File: config.mk
export PLATFORM = sky130hd
export DESIGN_NAME = mouse_packet_cursor_tracker_top
export DESIGN_NICKNAME = d
export VERILOG_FILES = /design/src/mpct_pkg.sv /design/src/mpct_cfg.sv /design/src/mpct_decode.sv /design/src/mpct_axis.sv /design/src/mouse_packet_cursor_tracker_top.sv
export VERILOG_INCLUDE_DIRS = /design/src /design/src/src
export SDC_FILE = /design/constraint.sdc
export NUM_CORES = 1
export LEC_CHECK = 0
export BUFFER_PORTS_ARGS = -buffer_cell sky130_fd_sc_hd__buf_4
export CAP_MARGIN = 25
export CORE_MARGIN = 3
export CORE_UTILIZATION = 62
export DETAILED_ROUTE_END_ITERATION = 10
export PLACE_DENSITY_LB_ADDON = 0.25
export SYNTH_ARGS = -nofsm -noshare
export SYNTH_HDL_FRONTEND = slang
export SYNTH_SLANG_ARGS = --single-unit
File: constraint.sdc
create_clock -name clk -period 6.3 [get_ports clk]
set_input_delay 1.26 -clock clk [delete_from_list [all_inputs] [get_ports clk]]
set_output_delay 1.26 -clock clk [all_outputs]
set_load 0.1 [all_outputs]
File: src/mouse_packet_cursor_tracker_top_assert.svh
// ---------------------------------------------------------------------------
// Assertion macros for the mouse packet cursor tracker
// Two property shapes: same-cycle implication and next-cycle implication.
// ---------------------------------------------------------------------------
`ifndef MOUSE_PACKET_CURSOR_TRACKER_TOP_ASSERT_SVH
`define MOUSE_PACKET_CURSOR_TRACKER_TOP_ASSERT_SVH

// Consequent must hold in the same cycle as the antecedent.
`define MPCT_ASSERT_IMP(label, clock, reset, ante, cons, msg) \
  label: assert property (@(posedge clock) disable iff (reset) (ante) |-> (cons)) \
    else $error(msg);

// Consequent must hold in the cycle after the antecedent.
`define MPCT_ASSERT_NXT(label, clock, reset, ante, cons, msg) \
  label: assert property (@(posedge clock) disable iff (reset) (ante) |=> (cons)) \
    else $error(msg);

`endif

File: src/mpct_pkg.sv
// ---------------------------------------------------------------------------
// mpct_pkg
// Shared types and constants for the mouse packet cursor tracker.
// ---------------------------------------------------------------------------
`timescale 1ns / 1ps
`default_nettype none

package mpct_pkg;

  localparam int CFG_INDEX_BITS = 8;
  localparam int CFG_DATA_BITS  = 13;
  localparam int IN_DATA_BITS   = 32;
  localparam int WHEEL_BITS     = 16;
  localparam int BUTTON_BITS    = 5;

  // Register indexes on the configuration port
  localparam logic [CFG_INDEX_BITS-1:0] REG_SCREEN_WIDTH  = 8'd0;
  localparam logic [CFG_INDEX_BITS-1:0] REG_SCREEN_HEIGHT = 8'd1;

  localparam logic [CFG_DATA_BITS-1:0] SCREEN_WIDTH_RESET  = 13'd640;
  localparam logic [CFG_DATA_BITS-1:0] SCREEN_HEIGHT_RESET = 13'd480;

  // Decoded packet
  typedef struct packed {
    logic signed [8:0]             dx;
    logic signed [8:0]             dy;
    logic signed [3:0]             dz;
    logic [BUTTON_BITS-1:0]        buttons;
  } pkt_t;

endpackage

`default_nettype wire

File: src/mpct_cfg.sv
// ---------------------------------------------------------------------------
// mpct_cfg
// Screen size registers, held as the largest legal cursor coordinate.
// ---------------------------------------------------------------------------
`timescale 1ns / 1ps
`default_nettype none

module mpct_cfg #(
  parameter int COORD_BITS = 12
) (
  input  wire                                 clk,
  input  wire                                 rst,
  input  wire                                 cfg_valid,
  input  wire  [mpct_pkg::CFG_INDEX_BITS-1:0] cfg_index,
  input  wire  [mpct_pkg::CFG_DATA_BITS-1:0]  cfg_data,
  output logic [COORD_BITS-1:0]               lim_x,
  output logic [COORD_BITS-1:0]               lim_y
);
  import mpct_pkg::*;

  localparam int LW = (COORD_BITS > CFG_DATA_BITS) ? COORD_BITS : CFG_DATA_BITS;
  localparam logic [LW-1:0] CAP = LW'((33'd1 << COORD_BITS) - 33'd1);

  // Size zero acts as one; anything beyond the coordinate range saturates
  function automatic logic [COORD_BITS-1:0] axis_limit(input logic [CFG_DATA_BITS-1:0] size);
    logic [CFG_DATA_BITS-1:0] lim;
    logic [LW-1:0]            lim_ext;
    lim     = (size == '0) ? '0 : size - 1'b1;
    lim_ext = LW'(lim);
    if (lim_ext > CAP) begin
      lim_ext = CAP;
    end
    return lim_ext[COORD_BITS-1:0];
  endfunction

  always_ff @(posedge clk) begin
    if (rst) begin
      lim_x <= axis_limit(SCREEN_WIDTH_RESET);
      lim_y <= axis_limit(SCREEN_HEIGHT_RESET);
    end else if (cfg_valid) begin
      case (cfg_index)
        REG_SCREEN_WIDTH:  lim_x <= axis_limit(cfg_data);
        REG_SCREEN_HEIGHT: lim_y <= axis_limit(cfg_data);
        default: ;
      endcase
    end
  end

endmodule

`default_nettype wire

File: src/mpct_decode.sv
// ---------------------------------------------------------------------------
// mpct_decode
// Split a four-byte wheel-mouse packet into movements and buttons.
// ---------------------------------------------------------------------------
`timescale 1ns / 1ps
`default_nettype none

module mpct_decode (
  input  wire  [mpct_pkg::IN_DATA_BITS-1:0] packet,
  output mpct_pkg::pkt_t                    pkt
);
  import mpct_pkg::*;

  logic [7:0] status_byte;
  logic [7:0] x_move_byte;
  logic [7:0] y_move_byte;
  logic [7:0] wheel_byte;

  assign status_byte = packet[7:0];
  assign x_move_byte = packet[15:8];
  assign y_move_byte = packet[23:16];
  assign wheel_byte  = packet[31:24];

  // Sign bits for X and Y live in the status byte
  always_comb begin
    pkt.dx      = $signed({status_byte[4], x_move_byte});
    pkt.dy      = $signed({status_byte[5], y_move_byte});
    pkt.dz      = $signed(wheel_byte[3:0]);
    pkt.buttons = {wheel_byte[5:4], status_byte[2:0]};
  end

endmodule

`default_nettype wire

File: src/mpct_axis.sv
// ---------------------------------------------------------------------------
// mpct_axis
// Move one cursor axis by a signed step and clamp it to [0, limit].
// ---------------------------------------------------------------------------
`timescale 1ns / 1ps
`default_nettype none

module mpct_axis #(
  parameter int COORD_BITS = 12,
  parameter bit SUBTRACT   = 1'b0
) (
  input  wire  [COORD_BITS-1:0] pos,
  input  wire  signed [8:0]     delta,
  input  wire  [COORD_BITS-1:0] lim,
  output logic [COORD_BITS-1:0] pos_next
);

  logic signed [COORD_BITS+1:0] pos_ext;
  logic signed [COORD_BITS+1:0] delta_ext;
  logic signed [COORD_BITS+1:0] sum;

  assign pos_ext   = $signed({2'b00, pos});
  assign delta_ext = (COORD_BITS + 2)'(delta);
  assign sum       = SUBTRACT ? pos_ext - delta_ext : pos_ext + delta_ext;

  always_comb begin
    if (sum[COORD_BITS+1]) begin
      pos_next = '0;
    end else if (sum[COORD_BITS:0] > {1'b0, lim}) begin
      pos_next = lim;
    end else begin
      pos_next = sum[COORD_BITS-1:0];
    end
  end

endmodule

`default_nettype wire

File: src/mouse_packet_cursor_tracker_top.sv
// ---------------------------------------------------------------------------
// mouse_packet_cursor_tracker_top
// Decode four-byte wheel-mouse packets and track a clamped cursor and wheel.
// ---------------------------------------------------------------------------
//
//   channel   | ports                 | one item
//   ----------+-----------------------+------------------------------------
//   packet in | s_axis_t{valid,ready} | status, x, y and wheel bytes
//   result    | m_axis_t{valid,ready} | cursor x/y, wheel total, buttons
//   config    | cfg_{valid,ready}     | index 0 width, 1 height
//
// One item per cycle sustained while the result side does not stall; each
// packet passes the input register, then the state/result registers.
// The per-item add and clamp reads the cursor state left by the previous
// item, so that state feedback path sets the cycle time.
// Reset (rst, synchronous): cursor and wheel go to zero, screen 640 x 480.
// A stalled result holds the result register; one more packet waits in the
// input register, and the input stalls only when both are full.
//
`timescale 1ns / 1ps
`default_nettype none
`include "mouse_packet_cursor_tracker_top_assert.svh"

module mouse_packet_cursor_tracker_top #(
  parameter int COORD_BITS = 12
) (
  input  wire                                 clk,
  input  wire                                 rst,
  // packet in
  input  wire                                 s_axis_tvalid,
  output logic                                s_axis_tready,
  // [7:0] status_byte, [15:8] x_move_byte, [23:16] y_move_byte,
  // [31:24] wheel_byte
  input  wire  [mpct_pkg::IN_DATA_BITS-1:0]   s_axis_tdata,
  // result out
  output logic                                m_axis_tvalid,
  input  wire                                 m_axis_tready,
  // from bit 0: cursor_x, cursor_y (COORD_BITS each), wheel_total (16),
  // button_mask (5), zero padding to whole bytes
  output logic [((2*COORD_BITS+21+7)/8)*8-1:0] m_axis_tdata,
  // configuration writes
  input  wire                                 cfg_valid,
  output logic                                cfg_ready,
  input  wire  [mpct_pkg::CFG_INDEX_BITS-1:0] cfg_index,
  input  wire  [mpct_pkg::CFG_DATA_BITS-1:0]  cfg_data
);
  import mpct_pkg::*;

  localparam int OUT_BITS = 2*COORD_BITS + WHEEL_BITS + BUTTON_BITS;
  localparam int OUT_W    = ((OUT_BITS + 7) / 8) * 8;

  // Input register
  logic                    in_full;
  logic [IN_DATA_BITS-1:0] in_data;

  // State, which is also the result register
  logic [COORD_BITS-1:0]        pos_x;
  logic [COORD_BITS-1:0]        pos_y;
  logic signed [WHEEL_BITS-1:0] wheel_sum;
  logic [BUTTON_BITS-1:0]       buttons;

  logic [COORD_BITS-1:0]        pos_x_next;
  logic [COORD_BITS-1:0]        pos_y_next;
  logic signed [WHEEL_BITS-1:0] wheel_sum_next;
  logic signed [WHEEL_BITS:0]   wheel_wide;

  logic [COORD_BITS-1:0] lim_x;
  logic [COORD_BITS-1:0] lim_y;

  pkt_t pkt;
  logic advance;

  // Move the held packet on whenever the result slot is free or being taken
  assign advance       = in_full && (!m_axis_tvalid || m_axis_tready);
  assign s_axis_tready = !in_full || advance;
  assign cfg_ready     = 1'b1;

  mpct_cfg #(
    .COORD_BITS (COORD_BITS)
  ) u_cfg (
    .clk       (clk),
    .rst       (rst),
    .cfg_valid (cfg_valid),
    .cfg_index (cfg_index),
    .cfg_data  (cfg_data),
    .lim_x     (lim_x),
    .lim_y     (lim_y)
  );

  mpct_decode u_decode (
    .packet (in_data),
    .pkt    (pkt)
  );

  // X adds the movement; Y subtracts it (mouse Y is up, screen Y is down)
  mpct_axis #(
    .COORD_BITS (COORD_BITS),
    .SUBTRACT   (1'b0)
  ) u_axis_x (
    .pos      (pos_x),
    .delta    (pkt.dx),
    .lim      (lim_x),
    .pos_next (pos_x_next)
  );

  mpct_axis #(
    .COORD_BITS (COORD_BITS),
    .SUBTRACT   (1'b1)
  ) u_axis_y (
    .pos      (pos_y),
    .delta    (pkt.dy),
    .lim      (lim_y),
    .pos_next (pos_y_next)
  );

  // Saturating wheel total
  assign wheel_wide = (WHEEL_BITS + 1)'(wheel_sum) + (WHEEL_BITS + 1)'(pkt.dz);

  always_comb begin
    if (wheel_wide[WHEEL_BITS] != wheel_wide[WHEEL_BITS-1]) begin
      wheel_sum_next = wheel_wide[WHEEL_BITS] ? {1'b1, {(WHEEL_BITS-1){1'b0}}}
                                              : {1'b0, {(WHEEL_BITS-1){1'b1}}};
    end else begin
      wheel_sum_next = wheel_wide[WHEEL_BITS-1:0];
    end
  end

  always_ff @(posedge clk) begin
    if (rst) begin
      in_full       <= 1'b0;
      m_axis_tvalid <= 1'b0;
      pos_x         <= '0;
      pos_y         <= '0;
      wheel_sum     <= '0;
    end else begin
      // hold a packet until it moves on
      if (s_axis_tvalid && s_axis_tready) begin
        in_full <= 1'b1;
      end else if (advance) begin
        in_full <= 1'b0;
      end

      if (advance) begin
        m_axis_tvalid <= 1'b1;
        pos_x         <= pos_x_next;
        pos_y         <= pos_y_next;
        wheel_sum     <= wheel_sum_next;
      end else if (m_axis_tready) begin
        m_axis_tvalid <= 1'b0;
      end
    end
  end

  // Payload registers need no reset
  always_ff @(posedge clk) begin
    if (s_axis_tvalid && s_axis_tready) begin
      in_data <= s_axis_tdata;
    end
    if (advance) begin
      buttons <= pkt.buttons;
    end
  end

  assign m_axis_tdata = OUT_W'({buttons, wheel_sum, pos_y, pos_x});

  // ---- assertions ----
  `MPCT_ASSERT_IMP(a_stall_cause, clk, rst, !s_axis_tready,
    in_full && m_axis_tvalid && !m_axis_tready,
    "input stalled without both registers full")
  `MPCT_ASSERT_NXT(a_x_in_screen, clk, rst, advance, pos_x <= $past(lim_x),
    "cursor x beyond screen limit")
  `MPCT_ASSERT_NXT(a_y_in_screen, clk, rst, advance, pos_y <= $past(lim_y),
    "cursor y beyond screen limit")
  `MPCT_ASSERT_NXT(a_wheel_up, clk, rst, advance && !pkt.dz[3],
    $signed(wheel_sum) >= $signed($past(wheel_sum)),
    "wheel total fell on a non-negative step")
  `MPCT_ASSERT_NXT(a_reset_quiet, clk, 1'b0, rst, !m_axis_tvalid && !in_full,
    "result or packet held across reset")

endmodule

`default_nettype wire

Word-level counts from Yosys, hierarchy flattened --
Cells that the tools add are included. W data, S select, Z words.
Word-level totals: bits in registers 101, input bits 58, word-level logic and storage cells 42
Operators by class: add/sub/neg operators 4, order comparisons 3, equal/unequal tests 2, mux-type cells 12, reduce and logical (&&, ||, !) cells 12
Operators by type and width (count):
- $mux W12 | 5
- $mux W16 | 2
- $gt A13 B12 Y1 | 2
- $add A16 B4 Y17 | 1
- $add A13 B9 Y14 | 1
- $sub A13 B9 Y14 | 1
- $gt A13 B12 Y1 const B | 1
- $logic_not A13 Y1 | 1
- $mux W13 | 1
- $sub A13 B1 Y13 const B | 1
- $eq A8 B1 Y1 const B | 1
- $logic_not A8 Y1 | 1
- $mux W1 | 4
- $reduce_and A2 Y1 | 2
- $reduce_bool A2 Y1 | 2
- $logic_and A1 B1 Y1 | 2
- $logic_not A1 Y1 | 2
- $logic_or A1 B1 Y1 | 2
- $ne A1 B1 Y1 | 1

Longest topological paths before layout --
Gate-level depths: netlist (run 1).
depth after elaboration 6, mapped depth 19, gate-level depth less buffers 18

Modules after synthesis --
From an unflattened synthesis (run 1), not the netlist that was laid out.
Second synthesis, totals: cells, all modules 824, area, all modules 7387.1 µm²
Modules (own cells, without submodules):
- mouse_packet_cursor_tracker_top | times used 1, cells each 346, area an instance 3632.2 µm², sequential area each 1951.9 µm²
- mpct_cfg | times used 1, cells each 150, area an instance 1270.0 µm², sequential area each 480.5 µm²
- mpct_axis (u_axis_y) | times used 1, cells each 150, area an instance 1153.6 µm², sequential area each 0.0 µm²
- mpct_axis (u_axis_x) | times used 1, cells each 151, area an instance 1128.6 µm², sequential area each 0.0 µm²
- mpct_decode | times used 1, cells each 27, area an instance 202.7 µm², sequential area each 0.0 µm²

Least setup slack after synthesis (run 1) --
OpenSTA, ideal clock, no wires.
path kind register to register, start reg pos_x[4], end reg pos_x[10], library setup time 128 ps, data arrival time 4110 ps, data required time 6172 ps, slack 2062 ps, stages on the path, launching flop included 18, cell sequence dfxtp_1 ha_1 and2_1 a221o_1 a31o_2 a21o_1 a21oi_1 xnor2_1 ha_1 nand2_1 nor2_1 nand4_1 and4_1 a221oi_1 mux2_4 buf_6 mux2i_1 o21ai_1
On the way: word-level cells in the longest chain between the ends 4
RTL lines:
- start: declaration | line mouse_packet_cursor_tracker_top.sv:57 | logic [COORD_BITS-1:0] pos_x;
- start signal: assignment | line mouse_packet_cursor_tracker_top.sv:145 | pos_x <= pos_x_next;
- $add A13 B9 Y14 * | line mpct_axis.sv:24 | assign sum = SUBTRACT ? pos_ext - delta_ext : pos_ext + delta_ext;
- $gt A13 B12 Y1 | line mpct_axis.sv:29 | end else if (sum[COORD_BITS:0] > {1'b0, lim}) begin
- $mux W12 | line mpct_axis.sv:29
- $mux W12 * | line mpct_axis.sv:27 | if (sum[COORD_BITS+1]) begin
Every way passes the cells marked *; elsewhere a longest branch is shown, timed or not. A chain may end at the register's enable or synchronous reset.

Final worst setup path (run 1) --
start reg pos_y[0], end reg pos_y[10]
On the way: word-level cells in the longest chain between the ends 4
RTL lines:
- start: declaration | line mouse_packet_cursor_tracker_top.sv:58 | logic [COORD_BITS-1:0] pos_y;
- start signal: assignment | line mouse_packet_cursor_tracker_top.sv:146 | pos_y <= pos_y_next;
- $sub A13 B9 Y14 * | line mpct_axis.sv:24
- $gt A13 B12 Y1 | line mpct_axis.sv:29
- $mux W12 | line mpct_axis.sv:29
- $mux W12 * | line mpct_axis.sv:27
Marks and branches as above.

==> results of run 1 <==
power by group:
group	total, mW	switching [mW]	internal [mW]
combinational	0.595	0.392	0.203
sequential	0.708	0.0238	0.684
clock	0.391	0.240	0.151
worst max-delay path, cell delays in order, from the launching register on:
cell and delay [ns]:
dfxtp_1 0.41, inv_1 0.08, ha_1 0.24, fa_1 0.40
nand2b_1 0.17, a21boi_0 0.27, o21a_1 0.23, o21ai_0 0.09
nor2b_1 0.15, xnor2_1 0.25, ha_1 0.31, a21o_1 0.19
a21o_1 0.17, a21oi_1 0.14, o21a_1 0.13, o21a_1 0.11
o32a_2 0.40, mux2i_1 0.25, o21ai_0 0.09
through the flow:
step | utilization (%) | cells | power (mW)
after floorplan | - | 720 | 1.18
after global placement | 72.9 | 929 | 1.29
after detailed placement | 73.0 | 930 | 1.31
after CTS | 74.8 | 946 | 1.69
after global routing | 74.9 | 947 | 1.78
final | 74.9 | 947 | 1.69
routing by layer:
metal | vias up | global-route usage [%]
met5 | - | 0
met4 | 0 | 10.3
met3 | 38 | 5.49
met2 | 159 | 44.1
met1 | 2693 | 31.6
li1 | 2763 | -
sequential cells by signal, summed over array words and instances, names as in the netlist:
signal / count
pos_x: 12
m_axis_tvalid: 1
in_full: 1
wheel_sum: 16
u_cfg.lim_x: 12
buttons: 5
u_cfg.lim_y: 12
pos_y: 12
in_data: 27
how the worst min path moves through the flow:
stage	cells after the start	slack [ns]	endpoint	start
final	0	0.43	buttons[3]$_DFFE_PP_	in_data[28]$_DFFE_PP_
after detailed placement	0	0.41	buttons[3]$_DFFE_PP_	in_data[28]$_DFFE_PP_
after floorplan	0	0.40	buttons[0]$_DFFE_PP_	in_data[0]$_DFFE_PP_
after global routing	0	0.44	buttons[3]$_DFFE_PP_	in_data[28]$_DFFE_PP_
after CTS	0	0.43	buttons[0]$_DFFE_PP_	in_data[0]$_DFFE_PP_
after global placement	0	0.40	buttons[0]$_DFFE_PP_	in_data[0]$_DFFE_PP_
final cells by class:
cell class	instances	area share, %
clock buffer	9	1.65
clock inverter	7	0.768
inverter	61	3.06
multi-input combinational	536	51.5
sequential	98	30.5
tap	133	2.22
timing repair buffer	103	10.4
logic make-up after synthesis:
group / synth area share, %
simple gates: 12.7
other cells: 0.116
flops: 35.1
buf+inv: 5.70
fa+ha+maj: 14.2
xor+xnor: 5.37
compound gates: 22.7
mux: 4.08
cells in the final DEF (no fill, tap or decap), types with 3 or more instances in the layout:
cell type	synthesis	routed
a211oi_2	4	4
edfxtp_1	32	32
o2111ai_1	3	3
o21a_1	20	20
nor2_1	78	78
fa_1	3	3
a21o_1	18	18
o31ai_1	4	4
o21ai_1	13	13
inv_1	61	61
xnor2_1	27	27
buf_4	6	102
o21ai_0	40	40
mux2i_1	25	25
clkbuf_8	0	9
conb_1	2	4
xor2_1	11	11
nand2_1	48	48
nand4_1	6	6
nand2b_1	9	9
nor3_1	8	8
ha_1	68	68
nor2b_1	4	4
a21oi_1	38	38
a211o_1	16	16
o21bai_1	3	3
inv_6	0	3
nand3_1	5	5
a211oi_1	25	25
nor4_1	6	6
nand3b_1	3	3
and2_1	3	3
dfxtp_1	66	66
==> results.json, run 1 <==
{
  "gr-total-overflow": 0,
  "period_needed_ns": 4.19,
  "drtPass1Iterations": 5,
  "die-area_sq_um": 11800,
  "io_pins": 109,
  "clock_sinks": 98,
  "grt.total_usage_pct": 25.8,
  "cp.arrival_ns": 4.44,
  "cts_tree": "built",
  "status": "finished, final reports clean",
  "die_y_um": 108,
  "setup_viol": 0,
  "port_buffers": 99,
  "dpl_cell_area_sq_um": 7300,
  "critPathCapture": "pos_y[10]$_SDFFE_PP0P_",
  "rsz0062_at_grt": "no",
  "leakage_nw": 3.41,
  "async_flop_share_pct": 0,
  "ys_seq_elements": 98,
  "cts_buffers": 9,
  "relSlewSlack_pct": 38.2,
  "tightest_slew_ns": 0.902,
  "grt_start_max_net_pins": 44,
  "place_ws_ns": 2.20,
  "r2r_end": "pos_y[10]$_SDFFE_PP0P_",
  "met2_length_um": 7400,
  "nets": 938,
  "insertion_delay_ns": 0.38,
  "drive_above_1_share_pct": 17.0,
  "via_per_inst": 5.97,
  "yosys_most_used_dff": "dfxtp_1",
  "gp_congestion": 0.902,
  "wl_per_cell_um": 15.9,
  "max_freq_ghz": 0.239,
  "hold_buffers": 0,
  "reg2reg_from": "pos_y[0]$_SDFFE_PP0P_",
  "final_area_sq_um": 7490,
  "postCtsSetupRepairBufs": 0,
  "wl_met1_um": 6380,
  "route.detailed.drc": 0,
  "crit_fanout": 13,
  "fillCellCount": 729,
  "netlist_area_sq_um": 6500,
  "dieWidth_um": 108,
  "core_area_sq_um": 10000,
  "timing.final.crit_share_pct": 66.5,
  "start_kind": "register",
  "seq_area_frac_synth_pct": 35.1,
  "fin_ws_ns": 2.11,
  "synth_top_cell_by_area": "dfxtp_1",
  "cp-end-kind": "register",
  "antenna_cells": 0,
  "area.growth.synth_to_final_pct": 15.2,
  "hold_ws_ns": 0.428,
  "synth_area_leaders": "dfxtp_1 20%, edfxtp_1 15%, ha_1 13%",
  "ctsLongestPathBuffers": 2,
  "synth_top_area_share_pct": 20.3,
  "r2r_cells": 18,
  "fin_worst_skew_ns": 0.0141,
  "syn_avg_cell_area_sq_um": 9.05,
  "drt_wl_total_um": 15000,
  "drv_slew": 0,
  "min_path_type": "reg -> reg",
  "seq_area_sq_um": 2280,
  "start_util_pct": 65.0,
  "crit_path_start": "pos_y[0]$_SDFFE_PP0P_",
  "rrSetupSlack_ns": 2.11,
  "worstSetupPathType": "reg -> reg",
  "syn_inst": 718,
  "multi_input_area_sq_um": 3860,
  "met3WireLength_um": 853,
  "top_layer_used": "met4",
  "drtIter0Drc": 261,
  "ir_drop_v": 0.000166,
  "required_ns": 6.55,
  "root_buffer": "clkbuf_8",
  "synth_warnings": 0,
  "hold_viol": 0,
  "ant_nets": 0,
  "antenna_found_initial": 0,
  "setup-tns-final_ns": 0,
  "grt_pass1_wl_um": 24200,
  "cap_violations": 0,
  "htree_levels": 3,
  "post-synth-top-count-cell": "nor2_1",
  "power_per_cell_area_nw_per_um2": 226,
  "synth.distinct_cells": 69,
  "synth-edff-count": 32,
  "num_vias": 5653,
  "cts_resized": 0,
  "synth_commonest_cells": "78 x nor2_1, 68 x ha_1, 66 x dfxtp_1, 61 x inv_1, 48 x nand2_1",
  "clk_pin_slew_ns": 0.11,
  "dp_hpwl_um": 11500,
  "grt_pass1_vias": 5385,
  "fp-row-count": 36
}
Note: power is estimated with default switching activity, not from simulation.
==> run 2: changes to the inputs <==
- CORE_UTILIZATION: 62 -> 57
- clock period: 6.3 -> 4 ns (I/O delays scaled with it)
==> run 2 against run 1 <==
Final area increased by 4.1%; critical path depth unchanged; fmax increased by 7.9%; sequential power increased by 58%; flip-flop and latch count unchanged; critical path type unchanged; non-clock buffer count increased by 6; clock power increased by 120%; clock skew decreased by 0.0035 ns; combinational power increased by 64%.
==> results.json, run 2 (synthesis results as in run 1) <==
{
  "status": "finished, final reports clean",
  "tightest_slew_ns": 0.728,
  "r2r_end": "pos_x[4]$_SDFFE_PP0P_",
  "drtIter0Drc": 357,
  "holdPathStages": 0,
  "sw_frac_of_total_pct": 35.6,
  "drive_above_1_share_pct": 20.0,
  "area.growth.synth_to_final_pct": 19.9,
  "place_ws_ns": 0.0575,
  "largest_reg_flops": 27,
  "max_freq_ghz": 0.257,
  "seq_power_share_pct": 37.8,
  "dp_hpwl_um": 11800,
  "leakage_nw": 3.51,
  "dieWidth_um": 113,
  "fp-row-count": 38,
  "clk_pin_slew_ns": 0.07,
  "antenna_found_initial": 0,
  "mostFrequentLayoutCells": "109 x buf_4, 77 x nor2_1, 66 x ha_1, 61 x inv_1, 60 x dfxtp_1",
  "critPathMaxStageDelay_ns": 0.39,
  "clkPwrFrac_pct": 29.2,
  "num_vias": 5699,
  "clock_sinks": 98,
  "min_to": "buttons[0]$_DFFE_PP_",
  "insertion_delay_ns": 0.35,
  "fin_ws_ns": 0.114,
  "crit_path_start": "in_data[8]$_DFFE_PP_",
  "die_y_um": 113,
  "wl_per_cell_um": 16.8,
  "path_buf_inv": 2,
  "ant_nets": 0,
  "hold_buffers": 0,
  "io_pins": 109,
  "internal_power_mw": 1.90,
  "required_ns": 4.21,
  "drt_wl_total_um": 16100,
  "grt_pass1_wl_um": 25800,
  "hp-start": "in_data[0]$_DFFE_PP_",
  "port_buffers": 99,
  "path_cells": "ha_1 > inv_1 > fa_2 > inv_1 > a21o_1 > a31o_2 > a21o_1 > a21oi_2 > xnor2_1 > ha_1 > nand2_1 > nor2_2 > nand4_1 > and4_4 > a221oi_4 > mux2_4 > mux2i_1 > o21ai_1",
  "die-area_sq_um": 12700,
  "rrSetupSlack_ns": 0.11,
  "hold_viol": 0,
  "htree_levels": 3,
  "power_per_cell_area_nw_per_um2": 379,
  "antenna_cells": 0,
  "grt_start_max_net_pins": 44,
  "min_path_type": "reg -> reg",
  "grt_pass1_vias": 5540,
  "final_common_cell": "buf_4",
  "drv_slew": 0,
  "hold_ws_ns": 0.419,
  "cap_violations": 0,
  "fillCellCount": 857,
  "root_buffer": "clkbuf_16",
  "gr-total-overflow": 0,
  "switchingPower_mw": 1.05,
  "start_util_pct": 59.2,
  "cpMaxStageDelayCell": "edfxtp_1",
  "r2r_cells": 18,
  "drtPass1Iterations": 5,
  "crit_fanout": 6,
  "core_area_sq_um": 11000,
  "reg2reg_from": "in_data[8]$_DFFE_PP_",
  "worst_path_dominant_cell_family": "compound AO/OA/AOI/OAI gates",
  "reg_top3": "in_data x27, wheel_sum x16",
  "cp-end-kind": "register",
  "pwr-share-comb_pct": 33.0,
  "nets": 946,
  "grt.total_usage_pct": 24.5,
  "crit_cells": 18,
  "setup_viol": 0,
  "via_per_inst": 5.92,
  "cp.arrival_ns": 4.09,
  "ctsLongestPathBuffers": 2,
  "cts_tree": "built",
  "fin_worst_skew_ns": 0.0106,
  "relSlewSlack_pct": 51.3,
  "period_needed_ns": 3.89,
  "worstSetupPathType": "reg -> reg",
  "start_kind": "register",
  "cts_buffers": 9,
  "design_power_total_mw": 2.96,
  "top_register": "in_data",
  "ir_drop_v": 0.000229,
  "timing.final.crit_share_pct": 97.1,
  "gp_congestion": 0.906,
  "route.detailed.drc": 0
}
run 2: worst register-to-register path, stage by stage (launching register included):
cell and delay, ns:
edfxtp_1 0.39, ha_1 0.22, inv_1 0.07, fa_2 0.24, inv_1 0.05, a21o_1 0.16, a31o_2 0.27, a21o_1 0.21
a21oi_2 0.14, xnor2_1 0.10, ha_1 0.29, nand2_1 0.07, nor2_2 0.16, nand4_1 0.23, and4_4 0.26, a221oi_4 0.29
mux2_4 0.28, mux2i_1 0.24, o21ai_1 0.08
run 2: power by group through the flow:
| stage | registers [mW] | logic, mW | clock network, mW |
|---|---|---|---|
| after floorplan | 1.35 | 0.514 | 0 |
| after global placement | 1.13 | 0.898 | 0 |
| after detailed placement | 1.14 | 0.929 | 0 |
| after CTS | 1.12 | 0.936 | 0.881 |
| after global routing | 1.12 | 1.06 | 0.913 |
| final | 1.12 | 0.975 | 0.865 |
run 2: how the worst max path moves through the flow:
stage	end
after floorplan	pos_x[4]$_SDFFE_PP0P_
after global routing	pos_x[4]$_SDFFE_PP0P_
final	pos_x[4]$_SDFFE_PP0P_
after CTS	pos_y[10]$_SDFFE_PP0P_
after detailed placement	pos_y[10]$_SDFFE_PP0P_
after global placement	pos_y[10]$_SDFFE_PP0P_
run 2: layout make-up:
cell class	count	area (sq um)	area share (%)
clock inverter	6	66.3	0.850
inverter	61	229	2.94
multi-input combinational	538	3990	51.2
clock buffer	10	229	2.94
sequential	98	2290	29.4
tap	140	175	2.25
timing repair buffer	109	818	10.5
run 2: timing repair:
| item | 4_1_cts | 5_1_grt |
|---|---|---|
| resized for setup | 0 | 22 |
| setup buffers | 0 | 3 |
| endpoints found under the setup margin | 0 | 24 |
run 2: layer usage:
layer | track usage (%) | vias up | part of all wire (%)
met3 | 6.15 | 30 | 7.3
met2 | 41.0 | 198 | 48
li1 | - | 2782 | -
met1 | 30.7 | 2689 | 42
met4 | 8.65 | 0 | 2.4
met5 | 0 | - | 0
run 2: per-stage QoR:
| step | std cells | cell area, sq um | TNS (ns) | utilization, % |
|---|---|---|---|---|
| floorplan | 720 | 6520 | 0 | - |
| detailed placement | 941 | 7350 | 0 | 66.9 |
| CTS | 957 | 7640 | 0 | 69.6 |
| finish | 962 | 7800 | 0 | 71.0 |
| global placement | 941 | 7350 | 0 | 66.9 |
| global route | 962 | 7800 | -0.300 | 71.0 |
